## config.mk

```make
export PLATFORM = sky130hd
export DESIGN_NAME = bptc_temp
export DESIGN_NICKNAME = d
export VERILOG_FILES = /design/src/rtl/bptc_pkg.sv /design/src/rtl/bptc_temp.sv
export SDC_FILE = /design/constraint.sdc
export NUM_CORES = 2
export LEC_CHECK = 0
export BUFFER_PORTS_ARGS = -buffer_cell sky130_fd_sc_hd__buf_2
export CAP_MARGIN = 25
export CORE_MARGIN = 3
export CORE_UTILIZATION = 45
export DETAILED_ROUTE_END_ITERATION = 10
export GPL_ROUTABILITY_DRIVEN = 0
export GPL_TIMING_DRIVEN = 0
export RECOVER_POWER = 100
export SLEW_MARGIN = 25
export SYNTH_ARGS = -nofsm -noshare
export SYNTH_HDL_FRONTEND = slang
export SYNTH_SLANG_ARGS = --single-unit
```

## constraint.sdc

```tcl
create_clock -name i_clk -period 7.7 [get_ports i_clk]
set_input_delay 1.54 -clock i_clk [delete_from_list [all_inputs] [get_ports i_clk]]
set_output_delay 1.54 -clock i_clk [all_outputs]
set_load 0.03 [all_outputs]
```

## src/rtl/bptc_pkg.sv

```systemverilog
// shared types and constants of the barometric compensation block
package bptc_pkg;

    // one input word: raw temperature and raw pressure samples
    typedef struct packed {
        logic [23:0] raw_temperature;
        logic [23:0] raw_pressure;
    } t_in_word;

    // one output word: compensated temperature, pressure and clamp flag
    typedef struct packed {
        logic signed [15:0] temperature_out;
        logic [23:0]        pressure_out;
        logic               saturated;
    } t_out_word;

    // unpacked calibration coefficients
    typedef struct packed {
        logic [15:0]        t1;
        logic [15:0]        t2;
        logic signed [7:0]  t3;
        logic signed [15:0] p1;
        logic signed [15:0] p2;
        logic signed [7:0]  p3;
        logic signed [7:0]  p4;
        logic [15:0]        p5;
        logic [15:0]        p6;
        logic signed [7:0]  p7;
        logic signed [7:0]  p8;
        logic signed [15:0] p9;
        logic signed [7:0]  p10;
        logic signed [7:0]  p11;
    } t_coef;

    // rounded and clamped temperature travelling beside the pressure path
    typedef struct packed {
        logic signed [15:0] temp;
        logic               sat;
    } t_temp_res;

    // configuration register indexes
    typedef enum logic [1:0] {
        CFG_TEMP_COEFF   = 2'd0,
        CFG_PRESS_SENS   = 2'd1,
        CFG_PRESS_OFFSET = 2'd2,
        CFG_PRESS_SQUARE = 2'd3
    } t_cfg_idx;

    localparam int CFG_DATA_W = 48;
    localparam int SAMPLE_W   = 24;

    // datapath widths (linearized temperature over 2^48, horner terms)
    localparam int TN_W   = 60;
    localparam int A3_W   = 33;
    localparam int A2_W   = 33;
    localparam int A1_W   = 61;
    localparam int A0_W   = 87;
    localparam int H2_W   = 93;
    localparam int H1_W   = 153;
    localparam int H0_W   = 213;
    localparam int P_SHIFT = 175;
    localparam int MAC_B_W = 64;

    localparam int LAT_FRONT  = 4;
    localparam int LAT_MAC    = 6;
    localparam int PIPE_DEPTH = 1 + LAT_FRONT + 3 * LAT_MAC + 1;

endpackage

```

## src/rtl/bptc_temp.sv

```systemverilog
// linearized temperature front end: tn = d*t2*2^18 + d^2*t3
module bptc_temp (
    input  logic                                i_clk,
    input  logic                                i_en,
    input  logic [bptc_pkg::SAMPLE_W-1:0]       i_rt,
    input  bptc_pkg::t_coef                     i_coef,
    output logic signed [bptc_pkg::TN_W-1:0]    o_tn
);
    import bptc_pkg::*;

    logic signed [24:0] n_d,  r_d;
    logic signed [41:0] n_m1, r_m1, r_m1b;
    logic signed [49:0] n_m2, r_m2;
    logic signed [57:0] n_m3, r_m3;
    logic signed [TN_W-1:0] n_tn, r_tn;
    logic signed [16:0] t2s;
    logic signed [7:0]  t3s;
    logic signed [TN_W-1:0] tn_hi, tn_lo;

    assign t2s = {1'b0, i_coef.t2};
    assign t3s = i_coef.t3;

    assign n_d   = {1'b0, i_rt} - {1'b0, i_coef.t1, 8'd0};
    assign n_m1  = r_d * t2s;
    assign n_m2  = r_d * r_d;
    assign n_m3  = r_m2 * t3s;
    assign tn_hi = {r_m1b, 18'd0};
    assign tn_lo = {{(TN_W-58){r_m3[57]}}, r_m3};
    assign n_tn  = tn_hi + tn_lo;

    always_ff @(posedge i_clk) begin
        if (i_en) begin
            r_d   <= n_d;
            r_m1  <= n_m1;
            r_m2  <= n_m2;
            r_m1b <= r_m1;
            r_m3  <= n_m3;
            r_tn  <= n_tn;
        end
    end

    assign o_tn = r_tn;

endmodule

```

==> summary.md <==
| Metric | Value |
|---|---|
| Status | `complete, but fails checks` |
| Failing checks | `capacitance limit, slew limit` |
| Die width | `369 µm` |
| # port buffers | `115` |
| Commonest non-fill, non-tap cell in the layout | `inv_1` |
| Initial antenna violation count | `14` |
| Max-slew headroom | `-175%` |
| Yosys warning total | `0` |
| Most frequent cells in the layout | `inv_1, fa_1, nand2_1, and2_1, ha_1` |
| Worst setup EP type | `flip-flop` |
| Slew @ Worst Pin | `4.13 ns` |
| Final net count | `8,233` |
| CTS sink count | `276` |
| Largest net degree at the start of global routing | `92` |
| Mapped Avg Cell Area | `9.85 µm²` |
| Post-DP HPWL | `140,000 µm` |
| Crit path required time | `8.05 ns` |
| Final setup TNS | `0 ns` |
| Mapped cell area | `59,400 µm²` |
| First-pass GRT wire length | `262,000 µm` |
| H-Tree Depth | `2` |
| Final WS setup | `0.0231 ns` |
| Die area | `136,000 µm²` |
| Final wirelength | `171,000 µm` |
| Hold-fix buffers, CTS | `0` |
| DR vias | `41,797` |
| Root Buffer | `clkbuf_16` |
| Final setup violation count | `0` |
| Layout cells sized above 1 | `8.79%` |
| Register area share after synthesis | `14.0%` |
| Pre-CTS setup slack | `-2.50 ns` |
| Initial core utilization | `45.6%` |
| Gr usage total | `25.4%` |
| Synth cell types | `87` |
| # rows | `132` |
| Die Ht | `369 µm` |
| Multi-input gate area | `45,200 µm²` |
| R2R Setup Slk | `0.02 ns` |
| Clock-pin transition on the worst setup and hold timing paths | `0.06 ns` |
| Filler instances | `11,964` |
| Final hold vios | `0` |
| Clk_lat worst skew | `0.60 ns` |
| Routed wire per std cell | `21.1 µm` |
| Final Max Slew Viols | `190` |
| Synth-to-Final Area Change | `11.4%` |
| Post-synth EDFFs | `276` |
| WP data arrival | `8.02 ns` |
| Placeable Area | `130,000 µm²` |
| Post-route DRC | `0` |
| Syn_nets | `7,956` |
| CTS max path bufs | `3` |
| Critical path type | `reg -> reg` |
| # placed instances | `7,895` |
| Predominant post-synthesis flop cell | `edfxtp_1` |
| Fin cells | `8,087` |
| Total CTS buffers | `36` |
| RSZ-0062 raised after global routing | `yes` |
| Critical path startpoint category | `flip-flop` |
| Worst Path Max Fanout | `10` |
| CTS tree | `built` |
| Post-Synthesis Cells | `6,034` |
| Num ports | `254` |
| Seq cells post-synth | `276` |
| MaxCap Viol Count | `3` |
| Crit share post-route | `99.7%` |
| HP Class | `reg -> reg` |
| Min cycle time layout | `7.68 ns` |
| Fmax achieved | `0.130 GHz` |
| Via density | `5.17` |
| DR iter-0 viols | `2,956` |
| Clk_skew | `0.0440 ns` |
| Vias in the first global route | `44,541` |
| First drt pass iteration count | `6` |
| Ys async rst share | `0%` |
| FF+latch area | `8290 µm²` |
| GRT overflow | `0` |
| Antenna viol nets, final | `0` |
-- Yosys cell counts, drive strengths merged (5+ instances only) --
cell type / instances / area, µm²
o21bai: 36 / 270
or2: 6 / 37.5
a21o: 78 / 586
o31ai: 13 / 108
nand2: 604 / 2270
o311ai: 5 / 51.3
or3: 6 / 37.5
nand4: 23 / 150
inv: 1559 / 5850
o21a: 16 / 120
a211oi: 13 / 118
nor2: 128 / 480
nor2b: 35 / 226
o21ai: 82 / 414
a221oi: 9 / 104
xnor2: 153 / 1340
ha: 426 / 5330
nand3: 40 / 200
a21boi: 9 / 67.6
xor2: 57 / 499
o211ai: 13 / 103
a31o: 10 / 87.6
clkbuf: 205 / 774
a2111oi: 7 / 92.6
a221o: 5 / 51.3
a31oi: 24 / 156
nor3: 27 / 140
and3: 27 / 169
nand2b: 71 / 444
edfxtp: 276 / 8290
o2111ai: 6 / 52.6
fa: 1302 / 26100
nor4: 6 / 37.5
a21oi: 168 / 852
and2: 528 / 3300
-- flip-flops by register name, indices dropped and copies added (netlist names) --
signal  cells
o_tn       60
r_d        25
r_m1       42
r_m1b      42
r_m2       49
r_m3       58
-- per-stage QoR --
step,cell area (µm²),hold slack (ns),utilization (%)
2_1_floorplan,59400,0.400,-
3_5_place_dp,62300,0.405,47.8
4_1_cts,65100,0.403,50.0
6_report,66200,0.408,50.8
3_3_place_gp,62200,0.401,47.7
5_1_grt,66100,0.414,50.8
-- routing by layer --
metal  track usage, %  part of all wire (%)  up-vias
met5                0                 0.026        -
met4             11.4                   5.5        6
met3             4.99                   9.1      415
met2             40.7                    46     1698
met1             33.6                    40    21020
li1                 -                     -    18658
-- critical path, cell delays in order, from the launching register on --
cell	delay (ns)
edfxtp_1	0.48
clkbuf_4	0.30
and2_1	0.23
fa_2	0.58
fa_2	0.49
fa_1	0.55
inv_1	0.06
fa_2	0.52
inv_1	0.07
fa_2	0.49
fa_1	0.53
inv_1	0.06
fa_1	0.47
inv_1	0.05
ha_2	0.38
nand4_4	0.13
nor3_4	0.17
inv_1	0.10
o31ai_4	0.27
buf_6	0.17
a211oi_4	0.06
buf_6	0.15
o31ai_4	0.31
a21oi_2	0.11
o31ai_1	0.24
a21oi_1	0.15
xnor2_2	0.32
-- worst paths after layout --
path                                   startpoint                 end  depth (start not counted)
worst min register to register  r_m3[4]$_DFFE_PP_   o_tn[4]$_DFFE_PP_                          0
worst max register to register   r_d[4]$_DFFE_PP_  r_m2[47]$_DFFE_PP_                         26
worst min-delay path            r_m3[4]$_DFFE_PP_   o_tn[4]$_DFFE_PP_                          0
worst max-delay path             r_d[4]$_DFFE_PP_  r_m2[47]$_DFFE_PP_                         26
-- cell type report --
type	instances	area share [%]
antenna	7	0.0265
sequential	276	12.5
inverter	1559	8.89
clock inverter	26	0.342
timing repair buffer	251	2.54
multi-input combinational	3991	68.4
tap	1742	3.29
buffer	196	2.57
clock buffer	39	1.44
-- repair_timing --
item                                   CTS  global route
pin swaps                               16            72
setup endpoints to repair               64            34
cloned                                   0             2
setup buffers                           71            59
endpoints found under the hold margin    0             0
resized for setup                      326           279
-- cells by family (layout without fill, tap and decap cells) --
family	after synthesis	count (layout)	synth area share, %
muxes	3	3	0.0527
other	2	9	0.0126
AOI/OAI and AO/OA	535	535	6.08
DFF	276	276	14.0
and+or+nand+nor	1513	1513	12.8
xor gates and xnor gates	210	210	3.10
buffers and inverters	1767	2071	11.2
adders and majority gates	1728	1728	52.8
Power is not shown: default switching activity piles up to over one toggle a cycle in this logic, so the estimate is an artifact.
